$ cat config.mk
export PLATFORM = sky130hd
export DESIGN_NAME = markup_tag_balance_stack
export DESIGN_NICKNAME = d
export VERILOG_FILES = /design/src/hw/rtl/mtbs_pkg.sv /design/src/hw/rtl/mtbs_front.sv /design/src/hw/rtl/mtbs_queue.sv /design/src/hw/rtl/mtbs_back.sv /design/src/hw/rtl/markup_tag_balance_stack.sv
export SDC_FILE = /design/constraint.sdc
export NUM_CORES = 1
export LEC_CHECK = 0
export BUFFER_PORTS_ARGS = -buffer_cell sky130_fd_sc_hd__buf_2
export CORE_MARGIN = 2
export CORE_UTILIZATION = 60
export CTS_CLUSTER_DIAMETER = 50
export DETAILED_ROUTE_END_ITERATION = 7
export GPL_ROUTABILITY_DRIVEN = 0
export GPL_TIMING_DRIVEN = 0
export PLACE_DENSITY = 0.72
export SLEW_MARGIN = 20
export SYNTH_ARGS = -nofsm -noshare
export SYNTH_HDL_FRONTEND = slang
export SYNTH_SLANG_ARGS = --single-unit
$ cat constraint.sdc
create_clock -name clk -period 8.6 [get_ports clk]
set_clock_uncertainty 0.05 [all_clocks]
set_input_delay 0.86 -clock clk [delete_from_list [all_inputs] [get_ports clk]]
set_output_delay 0.86 -clock clk [all_outputs]
set_load 0.05 [all_outputs]
$ cat src/hw/rtl/mtbs_pkg.sv
// Package for the markup tag balance stack: sizes, codes and the request,
// command and result types shared by the front, queue and back modules.
// No dependencies.
package mtbs_pkg;

	// Tag stack size
	localparam int STACK_DEPTH = 64;
	localparam int IDX_W       = $clog2(STACK_DEPTH);
	localparam int CNT_W       = $clog2(STACK_DEPTH + 1);

	// Command queue between front and back
	localparam int QUEUE_DEPTH = 2;
	localparam int QPTR_W      = (QUEUE_DEPTH > 1) ? $clog2(QUEUE_DEPTH) : 1;
	localparam int QCNT_W      = $clog2(QUEUE_DEPTH + 1);

	localparam int TOK_W   = 8;
	localparam int CFG_IDX_W = 3;

	// Configuration register indexes
	localparam logic [CFG_IDX_W-1:0] CFG_SELF_CLOSE_A = 3'd0;
	localparam logic [CFG_IDX_W-1:0] CFG_SELF_CLOSE_B = 3'd1;
	localparam logic [CFG_IDX_W-1:0] CFG_SELF_CLOSE_C = 3'd2;
	localparam logic [CFG_IDX_W-1:0] CFG_SELF_CLOSE_D = 3'd3;
	localparam logic [CFG_IDX_W-1:0] CFG_BODY_TOKEN   = 3'd4;
	localparam logic [CFG_IDX_W-1:0] CFG_CARD_TOKEN   = 3'd5;

	// Request kinds
	localparam logic REQ_START = 1'b0;
	localparam logic REQ_END   = 1'b1;

	// Notification kinds
	localparam logic EV_START = 1'b0;
	localparam logic EV_END   = 1'b1;

	// End completion codes
	localparam logic [1:0] COMP_NORMAL   = 2'd0;
	localparam logic [1:0] COMP_FALLBACK = 2'd1;
	localparam logic [1:0] COMP_NOTSTART = 2'd2;

	typedef struct packed {
		logic             req_type;
		logic [TOK_W-1:0] tag_token;
		logic             is_empty;
	} in_item_t;

	typedef struct packed {
		logic             event_kind;
		logic [TOK_W-1:0] out_token;
		logic [1:0]       completion;
		logic             empty_flag;
		logic             overflow;
		logic             last;
	} out_item_t;

	// Classified request as queued for the back end
	typedef struct packed {
		logic             req_type;
		logic [TOK_W-1:0] tok;
		logic             is_empty;
		logic             self_close;
		logic             not_start;
	} cmd_t;

endpackage

$ cat src/hw/rtl/mtbs_front.sv
// Front end: configuration registers and request classification.
// Depends on mtbs_pkg.
module mtbs_front (
	input  logic                              clk,
	input  logic                              arst_n,
	input  logic                              start,
	input  mtbs_pkg::in_item_t                req,
	output logic                              busy,
	input  logic                              cfg_valid,
	output logic                              cfg_ready,
	input  logic [mtbs_pkg::CFG_IDX_W-1:0]    cfg_index,
	input  logic [mtbs_pkg::TOK_W-1:0]        cfg_data,
	input  logic                              q_full,
	output logic                              push,
	output mtbs_pkg::cmd_t                    cmd
);
	import mtbs_pkg::*;

	logic [TOK_W-1:0] sc_a_q, sc_b_q, sc_c_q, sc_d_q, body_q, card_q;

	assign cfg_ready = 1'b1;

	// Configuration registers
	always_ff @(posedge clk or negedge arst_n) begin
		if (!arst_n) begin
			sc_a_q <= '0;
			sc_b_q <= '0;
			sc_c_q <= '0;
			sc_d_q <= '0;
			body_q <= '0;
			card_q <= '0;
		end else if (cfg_valid) begin
			unique case (cfg_index)
				CFG_SELF_CLOSE_A: sc_a_q <= cfg_data;
				CFG_SELF_CLOSE_B: sc_b_q <= cfg_data;
				CFG_SELF_CLOSE_C: sc_c_q <= cfg_data;
				CFG_SELF_CLOSE_D: sc_d_q <= cfg_data;
				CFG_BODY_TOKEN:   body_q <= cfg_data;
				CFG_CARD_TOKEN:   card_q <= cfg_data;
				default: ;
			endcase
		end
	end

	// Classify and hand to the queue
	assign busy = q_full;
	assign push = start && !q_full;

	always_comb begin
		cmd.req_type   = req.req_type;
		cmd.tok        = req.tag_token;
		cmd.is_empty   = req.is_empty;
		cmd.self_close = (req.tag_token == sc_a_q) || (req.tag_token == sc_b_q) ||
		                 (req.tag_token == sc_c_q) || (req.tag_token == sc_d_q);
		cmd.not_start  = (req.tag_token == body_q) || (req.tag_token == card_q);
	end

endmodule

$ cat src/hw/rtl/mtbs_queue.sv
// Short command FIFO between front and back end.
// Depends on mtbs_pkg.
module mtbs_queue (
	input  logic           clk,
	input  logic           arst_n,
	input  logic           push,
	input  mtbs_pkg::cmd_t wr_cmd,
	input  logic           pop,
	output logic           not_empty,
	output logic           full,
	output mtbs_pkg::cmd_t rd_cmd
);
	import mtbs_pkg::*;

	cmd_t              ent_q [QUEUE_DEPTH];
	logic [QPTR_W-1:0] wp_q, rp_q;
	logic [QCNT_W-1:0] cnt_q;
	logic              do_push, do_pop;

	assign not_empty = (cnt_q != '0);
	assign full      = (cnt_q == QCNT_W'(QUEUE_DEPTH));
	assign rd_cmd    = ent_q[rp_q];
	assign do_push   = push && !full;
	assign do_pop    = pop && not_empty;

	// Pointers and fill count
	always_ff @(posedge clk or negedge arst_n) begin
		if (!arst_n) begin
			wp_q  <= '0;
			rp_q  <= '0;
			cnt_q <= '0;
		end else begin
			if (do_push) begin
				wp_q <= (wp_q == QPTR_W'(QUEUE_DEPTH - 1)) ? '0 : wp_q + QPTR_W'(1);
			end
			if (do_pop) begin
				rp_q <= (rp_q == QPTR_W'(QUEUE_DEPTH - 1)) ? '0 : rp_q + QPTR_W'(1);
			end
			if (do_push && !do_pop) begin
				cnt_q <= cnt_q + QCNT_W'(1);
			end else if (do_pop && !do_push) begin
				cnt_q <= cnt_q - QCNT_W'(1);
			end
		end
	end

	// Entry storage
	always_ff @(posedge clk) begin
		if (do_push) begin
			ent_q[wp_q] <= wr_cmd;
		end
	end

endmodule

$ cat src/hw/rtl/mtbs_back.sv
// Back end: tag stack memory, stack count and the sequencer that issues
// start and end notifications, including the stack scan and fallback pops.
// Depends on mtbs_pkg.
module mtbs_back (
	input  logic               clk,
	input  logic               arst_n,
	input  logic               q_valid,
	input  mtbs_pkg::cmd_t     cmd,
	output logic               q_pop,
	output logic               result_valid,
	output mtbs_pkg::out_item_t result
);
	import mtbs_pkg::*;

	localparam logic [2:0] ST_IDLE    = 3'd0;
	localparam logic [2:0] ST_SC_END  = 3'd1;
	localparam logic [2:0] ST_TOP_CHK = 3'd2;
	localparam logic [2:0] ST_SCAN    = 3'd3;
	localparam logic [2:0] ST_POP_CHK = 3'd4;

	logic [2:0]       state_q, state_d;
	logic [CNT_W-1:0] cnt_q, cnt_d, cnt_m1, cnt_m2, budget;
	logic [CNT_W-1:0] scan_q, scan_d, pops_q, pops_d;
	logic [TOK_W-1:0] tok_q, tok_d, top_q, top_d, rd_q;
	logic             nst_q, nst_d, rv_q, rv_d;
	logic             res_v_q, res_v_d;
	out_item_t        res_q, res_d;
	logic             mem_we, hit, fin;
	logic [IDX_W-1:0] rd_addr;
	logic [TOK_W-1:0] mem [STACK_DEPTH];

	function automatic out_item_t mk_start(logic [TOK_W-1:0] t, logic e, logic o,
	                                       logic l);
		out_item_t r;
		r.event_kind = EV_START;
		r.out_token  = t;
		r.completion = COMP_NORMAL;
		r.empty_flag = e;
		r.overflow   = o;
		r.last       = l;
		return r;
	endfunction

	function automatic out_item_t mk_end(logic [TOK_W-1:0] t, logic [1:0] c, logic l);
		out_item_t r;
		r.event_kind = EV_END;
		r.out_token  = t;
		r.completion = c;
		r.empty_flag = 1'b0;
		r.overflow   = 1'b0;
		r.last       = l;
		return r;
	endfunction

	assign cnt_m1 = cnt_q - CNT_W'(1);
	assign cnt_m2 = cnt_q - CNT_W'(2);
	assign budget = cnt_m1 >> 1;
	assign hit    = (rd_q == tok_q);
	assign fin    = hit || (pops_q == CNT_W'(1));

	// Sequencer
	always_comb begin
		state_d = state_q;
		cnt_d   = cnt_q;
		tok_d   = tok_q;
		nst_d   = nst_q;
		top_d   = top_q;
		scan_d  = scan_q;
		pops_d  = pops_q;
		rv_d    = 1'b0;
		res_d   = res_q;
		res_v_d = 1'b0;
		q_pop   = 1'b0;
		mem_we  = 1'b0;
		rd_addr = cnt_m1[IDX_W-1:0];
		unique case (state_q)
			ST_IDLE: begin
				if (q_valid) begin
					q_pop = 1'b1;
					tok_d = cmd.tok;
					nst_d = cmd.not_start;
					if (cmd.req_type == REQ_START) begin
						res_v_d = 1'b1;
						priority if (cmd.self_close) begin
							res_d   = mk_start(cmd.tok, cmd.is_empty, 1'b0, 1'b0);
							state_d = ST_SC_END;
						end else if (cnt_q == CNT_W'(STACK_DEPTH)) begin
							res_d = mk_start(cmd.tok, cmd.is_empty, 1'b1, 1'b1);
						end else if (cmd.is_empty) begin
							// pushed and popped at once: stack unchanged
							res_d   = mk_start(cmd.tok, 1'b1, 1'b0, 1'b0);
							state_d = ST_SC_END;
						end else begin
							mem_we = 1'b1;
							cnt_d  = cnt_q + CNT_W'(1);
							res_d  = mk_start(cmd.tok, 1'b0, 1'b0, 1'b1);
						end
					end else if (!cmd.self_close && cnt_q != '0) begin
						// top read issued here
						state_d = ST_TOP_CHK;
					end
				end
			end
			ST_SC_END: begin
				res_v_d = 1'b1;
				res_d   = mk_end(tok_q, COMP_NORMAL, 1'b1);
				state_d = ST_IDLE;
			end
			ST_TOP_CHK: begin
				if (hit) begin
					res_v_d = 1'b1;
					res_d   = mk_end(rd_q, COMP_NORMAL, 1'b1);
					cnt_d   = cnt_m1;
					state_d = ST_IDLE;
				end else begin
					top_d   = rd_q;
					scan_d  = '0;
					state_d = ST_SCAN;
				end
			end
			ST_SCAN: begin
				// one read issued and one compare per cycle
				rd_addr = scan_q[IDX_W-1:0];
				if (scan_q != cnt_q) begin
					scan_d = scan_q + CNT_W'(1);
					rv_d   = 1'b1;
				end
				priority if (rv_q && hit) begin
					res_v_d = 1'b1;
					res_d   = mk_end(top_q, COMP_FALLBACK, 1'b0);
					cnt_d   = cnt_m1;
					pops_d  = (budget == '0) ? CNT_W'(1) : budget;
					rd_addr = cnt_m2[IDX_W-1:0];
					rv_d    = 1'b0;
					state_d = ST_POP_CHK;
				end else if (!rv_q && scan_q == cnt_q) begin
					res_v_d = nst_q;
					res_d   = mk_end(tok_q, COMP_NOTSTART, 1'b1);
					state_d = ST_IDLE;
				end else begin
				end
			end
			ST_POP_CHK: begin
				// one pop per cycle, next top read in flight
				res_v_d = 1'b1;
				res_d   = mk_end(rd_q, hit ? COMP_NORMAL : COMP_FALLBACK, fin);
				cnt_d   = cnt_m1;
				pops_d  = pops_q - CNT_W'(1);
				rd_addr = cnt_m2[IDX_W-1:0];
				if (fin) begin
					state_d = ST_IDLE;
				end
			end
			default: begin
				state_d = ST_IDLE;
			end
		endcase
	end

	// Control registers
	always_ff @(posedge clk or negedge arst_n) begin
		if (!arst_n) begin
			state_q <= ST_IDLE;
			cnt_q   <= '0;
			rv_q    <= 1'b0;
			res_v_q <= 1'b0;
		end else begin
			state_q <= state_d;
			cnt_q   <= cnt_d;
			rv_q    <= rv_d;
			res_v_q <= res_v_d;
		end
	end

	// Payload registers
	always_ff @(posedge clk) begin
		tok_q  <= tok_d;
		nst_q  <= nst_d;
		top_q  <= top_d;
		scan_q <= scan_d;
		pops_q <= pops_d;
		res_q  <= res_d;
	end

	// Tag stack memory: one write, one registered read
	always_ff @(posedge clk) begin
		if (mem_we) begin
			mem[cnt_q[IDX_W-1:0]] <= cmd.tok;
		end
		rd_q <= mem[rd_addr];
	end

	assign result_valid = res_v_q;
	assign result       = res_q;

	// The final result of a request always returns the sequencer to idle
	a_last_idle: assert property (@(posedge clk) disable iff (!arst_n)
		res_v_q && res_q.last |-> state_q == ST_IDLE)
		else $error("last result issued while sequencer busy");

	// Stack count moves by at most one per cycle
	a_cnt_step: assert property (@(posedge clk) disable iff (!arst_n)
		cnt_q != $past(cnt_q) |->
			(cnt_q == $past(cnt_q) + CNT_W'(1)) || (cnt_q == $past(cnt_q) - CNT_W'(1)))
		else $error("stack count jumped");

	// Overflow is only flagged on a full stack
	a_ovf_full: assert property (@(posedge clk) disable iff (!arst_n)
		res_v_q && res_q.overflow |-> $past(cnt_q) == CNT_W'(STACK_DEPTH))
		else $error("overflow flagged on a stack that was not full");

	// Pops never run on an empty stack
	a_pop_nonempty: assert property (@(posedge clk) disable iff (!arst_n)
		(state_q == ST_POP_CHK) || (state_q == ST_TOP_CHK) |-> cnt_q != '0)
		else $error("pop on empty stack");

	// Count never exceeds the stack size
	a_cnt_range: assert property (@(posedge clk) disable iff (!arst_n)
		$past(cnt_q) == CNT_W'(STACK_DEPTH) |-> cnt_q <= CNT_W'(STACK_DEPTH))
		else $error("stack count beyond depth");

endmodule

$ cat src/hw/rtl/markup_tag_balance_stack.sv
// Markup tag balance stack, top level: front end, command queue, back end.
// Depends on mtbs_pkg, mtbs_front, mtbs_queue, mtbs_back.
// Path (idle back end): a start notification leaves the queue entry through the IDLE state into the result
//   register; a matching end first passes the top-read check. Other end tags scan the stack one entry per cycle,
//   then pop one tag per cycle; new requests queue while the back end is busy; results never wait.
// Reset clears config, stack count and queue; stack memory is not cleared.
module markup_tag_balance_stack (
	input  logic                           clk,
	input  logic                           arst_n,
	input  logic                           start,
	input  mtbs_pkg::in_item_t             req,
	output logic                           busy,
	output logic                           result_valid,
	output mtbs_pkg::out_item_t            result,
	input  logic                           cfg_valid,
	output logic                           cfg_ready,
	input  logic [mtbs_pkg::CFG_IDX_W-1:0] cfg_index,
	input  logic [mtbs_pkg::TOK_W-1:0]     cfg_data
);
	import mtbs_pkg::*;

	logic push, q_full, q_valid, q_pop;
	cmd_t wr_cmd, rd_cmd;

	// Request intake and classification
	mtbs_front u_front (
		.clk       (clk),
		.arst_n    (arst_n),
		.start     (start),
		.req       (req),
		.busy      (busy),
		.cfg_valid (cfg_valid),
		.cfg_ready (cfg_ready),
		.cfg_index (cfg_index),
		.cfg_data  (cfg_data),
		.q_full    (q_full),
		.push      (push),
		.cmd       (wr_cmd)
	);

	// Command queue
	mtbs_queue u_queue (
		.clk       (clk),
		.arst_n    (arst_n),
		.push      (push),
		.wr_cmd    (wr_cmd),
		.pop       (q_pop),
		.not_empty (q_valid),
		.full      (q_full),
		.rd_cmd    (rd_cmd)
	);

	// Stack and notification sequencer
	mtbs_back u_back (
		.clk          (clk),
		.arst_n       (arst_n),
		.q_valid      (q_valid),
		.cmd          (rd_cmd),
		.q_pop        (q_pop),
		.result_valid (result_valid),
		.result       (result)
	);

endmodule

Word-level counts from Yosys, hierarchy flattened
Memory sizes are Yosys's and may differ from the RTL's. A register that Yosys moved wholly into a read port is not among the register bits.
Cells that the tools add are included.
- register bits: 109
- bits in writable memories: 536
- bits of input ports: 25
- output and inout port bits: 17
- logic and storage cells: 175
- memories kept: 2
- memory list (memory ; depth ; bits a word ; read ports ; clocked after memory_dff ; write ports ; line ; RTL):
    u_back.mem ; 64 ; 8 ; 1 ; 1 ; 1 ; mtbs_back.sv:30 ; logic [TOK_W-1:0] mem [STACK_DEPTH];
    u_queue.ent_q ; 2 ; 12 ; 1 ; 0 ; 1 ; mtbs_queue.sv:15 ; cmd_t ent_q [QUEUE_DEPTH];
- $add $sub $neg: 9
- eq/ne operators: 35
- mux-type cells: 62
- bitwise logic cells: 1
- reductions and logical operators: 42
- operator list (kind ; number):
    $mux W14 ; 5
    $mux W7 ; 10
    $pmux W14 S5 ; 1
    $eq A8 B8 Y1 ; 7
    $mux W3 ; 12
    $pmux W7 S2 ; 2
    $pmux W7 S4 ; 1
    $mux W1 ; 23
    $reduce_and A2 Y1 ; 9
    $add A7 B1 Y7 const B ; 2
    $sub A7 B1 Y7 const B ; 2
    $eq A3 B2 Y1 const B ; 4
    $mux W6 ; 2
    $ne A2 B2 Y1 const B ; 6
    $pmux W3 S4 ; 1
    $pmux W6 S2 ; 1
    $eq A3 B3 Y1 const B ; 3
    $logic_and A1 B1 Y1 ; 8
    $ne A2 B1 Y1 const B ; 4
    $reduce_and A8 Y1 ; 1
    $reduce_bool A2 Y1 ; 4
    $eq A7 B1 Y1 const B ; 1
    $eq A7 B7 Y1 ; 1
    $eq A7 B7 Y1 const B ; 1
    other kinds (25) ; 38

Logic depth before layout (Yosys ltp)
An unclocked memory read counts as a cell.
- word-level depth: 9
- gate-level depth with buffers: 15
- mapped depth without buffers: 11

Cells and area by module
From an unflattened synthesis, not the netlist that was laid out.
- cell total of the unflattened synthesis: 2110
- area total of the unflattened synthesis: 27767.9 µm²
- modules (own cells, without submodules) (module ; times used ; cells an instance ; area an instance (µm²)):
    mtbs_back ; 1 ; 1858 ; 24197.0
    mtbs_front ; 1 ; 196 ; 2501.1
    mtbs_queue ; 1 ; 56 ; 1069.8

Least setup slack after synthesis
No wires, ideal clock.
- path kind: flip-flop to flip-flop
- start point: register u_back.cnt_q[0]
- end point: memory u_back.mem[15][0], enable pin
- setup time: 370 ps
- arrival: 2969 ps
- data required time: 8180 ps
- slack: 5210 ps
- cell stages (with the launch flop): 13
- period minus slack after synthesis: 3390 ps
- cells stage by stage: dfrtp_1 buf_1 inv_1 ha_1 and3_1 clkbuf_1 a211oi_1 and3_1 clkbuf_1 inv_1 or3_1 clkbuf_1 nor2_1
- longest elaborated chain between the ends: 8
- RTL lines (item ; line ; RTL):
    from (decl) ; mtbs_back.sv:22 ; logic [CNT_W-1:0] cnt_q, cnt_d, cnt_m1, cnt_m2, budget;
    from (signal assigned) ; mtbs_back.sv:169 ; cnt_q <= cnt_d;
    $eq A7 B7 Y1 ; mtbs_back.sv:87 ; end else if (cnt_q == CNT_W'(STACK_DEPTH)) begin
    $mux W1 ; mtbs_back.sv:87 ;
    $mux W1 ; mtbs_back.sv:84 ; priority if (cmd.self_close) begin
    $mux W1 ; mtbs_back.sv:82 ; if (cmd.req_type == REQ_START) begin
    $mux W1 ; mtbs_back.sv:78 ; if (q_valid) begin
    $mux W1 ; mtbs_back.sv:76 ; unique case (state_q)
    $mux W1 ; mtbs_back.sv:187 ; if (mem_we) begin
    $mux W1 (not written as such) ; mtbs_back.sv:188 ; mem[cnt_q[IDX_W-1:0]] <= cmd.tok;
    to (decl) ; mtbs_back.sv:30 ;
Several ways; a longest one is shown, not always the timed one.

Worst setup path after layout
- start point: register u_back.cnt_q[0]
- end point: register u_back.rd_q[2], read port of u_back.mem
- longest elaborated chain between the ends: 3
- RTL lines (item ; line ; RTL):
    $sub A6 B2 Y6 ; mtbs_back.sv:56 ; assign cnt_m2 = cnt_q - CNT_W'(2);
    $mux W6 ; mtbs_back.sv:128 ; priority if (rv_q && hit) begin
    $pmux W6 S2 * ; mtbs_back.sv:76 ;
    to (decl) ; mtbs_back.sv:24 ; logic [TOK_W-1:0] tok_q, tok_d, top_q, top_d, rd_q;
Every way passes the cells marked *; elsewhere a longest branch is shown, timed or not.
A chain may end at the register's enable or synchronous reset.

==> out/results.txt <==
FMAX = 185 MHz
post-CTS setup buffers = 0
Worst Hold Class = primary input to asynchronous set/reset pin
fillers = 3145
Clock Latency Late Sink = 0.62 ns
CTS tree = done
initial antenna violation count = 1
routed wire length = 70800 um
crit path max-delay cell type = clkbuf_1
MaxCap Viol Count = 0
vias per inst = 6.41
PostCTS Resize Cnt = 0
Synth async-reset ratio = 0.0980
worst reg2reg path depth = 15
Antenna Cells = 0
Max Transition Viols Final = 0
core area = 45400 um2
# setup viols final = 0
synthesized cell area = 27600 um2
setup_tns = 0 ns
Setup crit end = u_back.rd_q[2]
port bufs = 38
status = completed
FP Rows = 78
H-tree Lvls = 3
met3 wire length = 6730 um
First-pass DRT Iterations = 8
reg2reg start = u_back.cnt_q[0]
unrepaired setup endpoints after global routing = no
initial core utilization = 0.609
WL met1 = 27400 um
grt ovf = 0
CTS Buffer Depth = 3
Top Family by Delay on Critical Path = buffers and inverters
clk sinks = 653
top-area cell type share of the netlist area = 0.632
Yosys top cell by area = edfxtp_1
fin nets = 2093
synth warn = 0
Tot GR Track Use = 0.299
metal2 WL = 33000 um
Post-DP HPWL = 47100 um
Die ar. = 47800 um2
prevailing post-synth register cell = edfxtp_1
CP Data Required Time = 9.06 ns
DR WL/cell = 26.1 um
CP max stage delay = 0.67 ns
synth unique cells = 67
post-synthesis sequential area ratio = 0.695
Syn Inst Count = 1943
top cells by area, synth = edfxtp_1 (63%), dfrtp_1 (5.8%), mux2i_1 (5.0%), mux2_2 (4.5%), nand2_1 (3.0%)
Min Clock Period, post-route = 5.42 ns
CP Depth = 15
hold buffers post-CTS = 0
actual slew at the worst max-slew pin = 1.17 ns
Hold Violations, Final = 0
Synth-to-Final Area Change = 11.7%
CP most frequent cell = clkbuf_1
CP Class = register to register
Synthesized Nets = 1979
register area = 19200 um2
worst r2r dst = u_back.rd_q[2]
Synth Register Bits = 653
post-route ant nets = 0
first-pass GRT wire length = 103000 um
DRC errors left = 0
Die W = 219 um
Crit path buffers/inverters = 6
EDFF count, synth = 581
Ports = 42
clock-pin slew on the worst setup and hold paths = 0.06 ns
reg2reg setup slack = 3.18 ns
Avg Cell Area, Syn = 14.2 um2
slew margin rel. = 0.222
Critical Path Source = u_back.cnt_q[0]
critical path cell sequence = buf_1 -> inv_1 -> ha_1 -> xor2_1 -> nor2_1 -> o31ai_1 -> and3_1 -> clkbuf_1 -> clkbuf_1 -> buf_2 -> clkbuf_1 -> nand2_1 -> a32oi_1 -> nand4_1 -> nand4_1
CP arrival = 5.87 ns
Startpoint Class = register
multi-input logic area = 7920 um2
pin count of the biggest net entering global routing = 67
Die Y = 219 um
Crit Path Max Fanout = 10
CTS Root Cell = clkbuf_16
share of cells above drive strength 1 = 0.145
vias in the first global route = 16600
highest metal used = met5
Inserted Clock Buffers = 69
Vias = 17400
Worst Setup End Kind = register
fin crit share = 0.630
Iteration-0 DRC Markers = 2287
[per-stage QoR]
stage          setup slack, ns  area, um2  cells   util  hold slack, ns
6_report                  3.18      30900   2710  0.680          0.0787
3_3_place_gp              3.55      28600   2581  0.629           0.421
3_5_place_dp              3.54      28700   2586  0.632           0.420
4_1_cts                   3.50      30800   2710  0.680          0.0559
5_1_grt                   3.20      30900   2710  0.680          0.0751
2_1_floorplan             5.21      27600   1943      -           0.402
[cells in the mapped netlist, types with 5 or more instances]
cell	instances
nor3b_1	5
nor3_2	5
o31ai_1	17
mux2i_1	138
a32o_1	13
a21oi_1	106
a32oi_1	11
xor2_1	34
buf_2	23
dfxtp_1	8
nor2_1	135
ha_1	11
clkbuf_1	76
a31oi_1	9
nand2b_1	13
o22ai_1	22
nand4_1	31
nand2_1	220
inv_1	25
and2_1	6
o211ai_1	25
and3_1	20
buf_4	5
or3_1	6
nor4_1	9
o21ai_0	13
a22o_1	20
mux2_2	111
edfxtp_1	581
dfrtp_1	64
a311oi_1	10
xnor2_1	55
nand3_1	40
nor3_1	22
[state kept, by name, summed over array words and instances (netlist names), 2 cells and up]
| signal | flops |
|---|---|
| u_back.state_q | 3 |
| u_queue.cnt_q | 2 |
| u_front.card_q | 8 |
| u_back.tok_q | 8 |
| u_back.scan_q | 7 |
| u_front.sc_b_q | 8 |
| u_back.result | 14 |
| u_front.sc_c_q | 8 |
| u_front.body_q | 8 |
| u_front.sc_d_q | 8 |
| u_back.mem | 512 |
| u_queue.ent_q | 24 |
| u_back.pops_q | 7 |
| u_back.rd_q | 8 |
| u_back.cnt_q | 7 |
| u_front.sc_a_q | 8 |
| u_back.top_q | 8 |
[final cells by class]
cell class,instances,share of cell area
well taps,600,0.0243
clock buffers,92,0.0612
multi-input cells,1154,0.257
inverters,26,0.00316
clock inverters,32,0.00835
plain buffers,110,0.0157
flip-flops and latches,653,0.623
repair buffers,43,0.00823
[worst min-delay path by stage]
stage,startpoint,to,slack (ns),depth (start not counted)
5_1_grt,arst_n,u_queue.wp_q,0.08,1
4_1_cts,arst_n,u_queue.wp_q,0.06,1
6_report,arst_n,u_queue.wp_q,0.08,1
2_1_floorplan,u_back.rd_q[0],u_back.top_q[0],0.40,0
3_3_place_gp,u_back.rd_q[7],u_back.top_q[7],0.42,0
3_5_place_dp,u_back.rd_q[2],u_back.top_q[2],0.42,0
[worst reg2reg max path, cell delays in order (launching register included)]
cell and delay (ns):
dfrtp_1 0.48, buf_1 0.42, inv_1 0.19, ha_1 0.30, xor2_1 0.31, nor2_1 0.07
o31ai_1 0.34, and3_1 0.21, clkbuf_1 0.28, clkbuf_1 0.67, buf_2 0.40, clkbuf_1 0.42
nand2_1 0.10, a32oi_1 0.41, nand4_1 0.36, nand4_1 0.31
[per-layer routing]
metal / up-vias / track usage
li1: 7556 / -
met1: 8559 / 0.400
met2: 1017 / 0.469
met3: 237 / 0.0635
met4: 2 / 0.151
met5: - / 0.00208
[layout by cell type (no fill, tap or decap), types with 34 or more instances in the layout]
master and n:
nor2_1 135, clkbuf_16 72, buf_2 60, nand3_1 40
a21oi_1 106, dfrtp_1 64, clkbuf_1 95, xor2_1 34
mux2_2 103, xnor2_1 55, nand2_1 220, edfxtp_1 581
mux2i_1 138
[cells by family (layout without fill, tap and decap cells)]
| family | count (synthesis) | in the layout | share of synthesized area |
|---|---|---|---|
| xor+xnor | 89 | 89 | 0.0282 |
| other cells | 1 | 1 | 0.000136 |
| flops | 653 | 653 | 0.695 |
| mux | 252 | 252 | 0.0973 |
| buf+inv | 136 | 303 | 0.0210 |
| compound gates | 272 | 272 | 0.0662 |
| simple gates | 529 | 529 | 0.0869 |
| fa+ha+maj | 11 | 11 | 0.00498 |
Power is left out: the tool's default activity adds up to more than one toggle a clock period on the data nets, which glitch-free logic cannot reach.
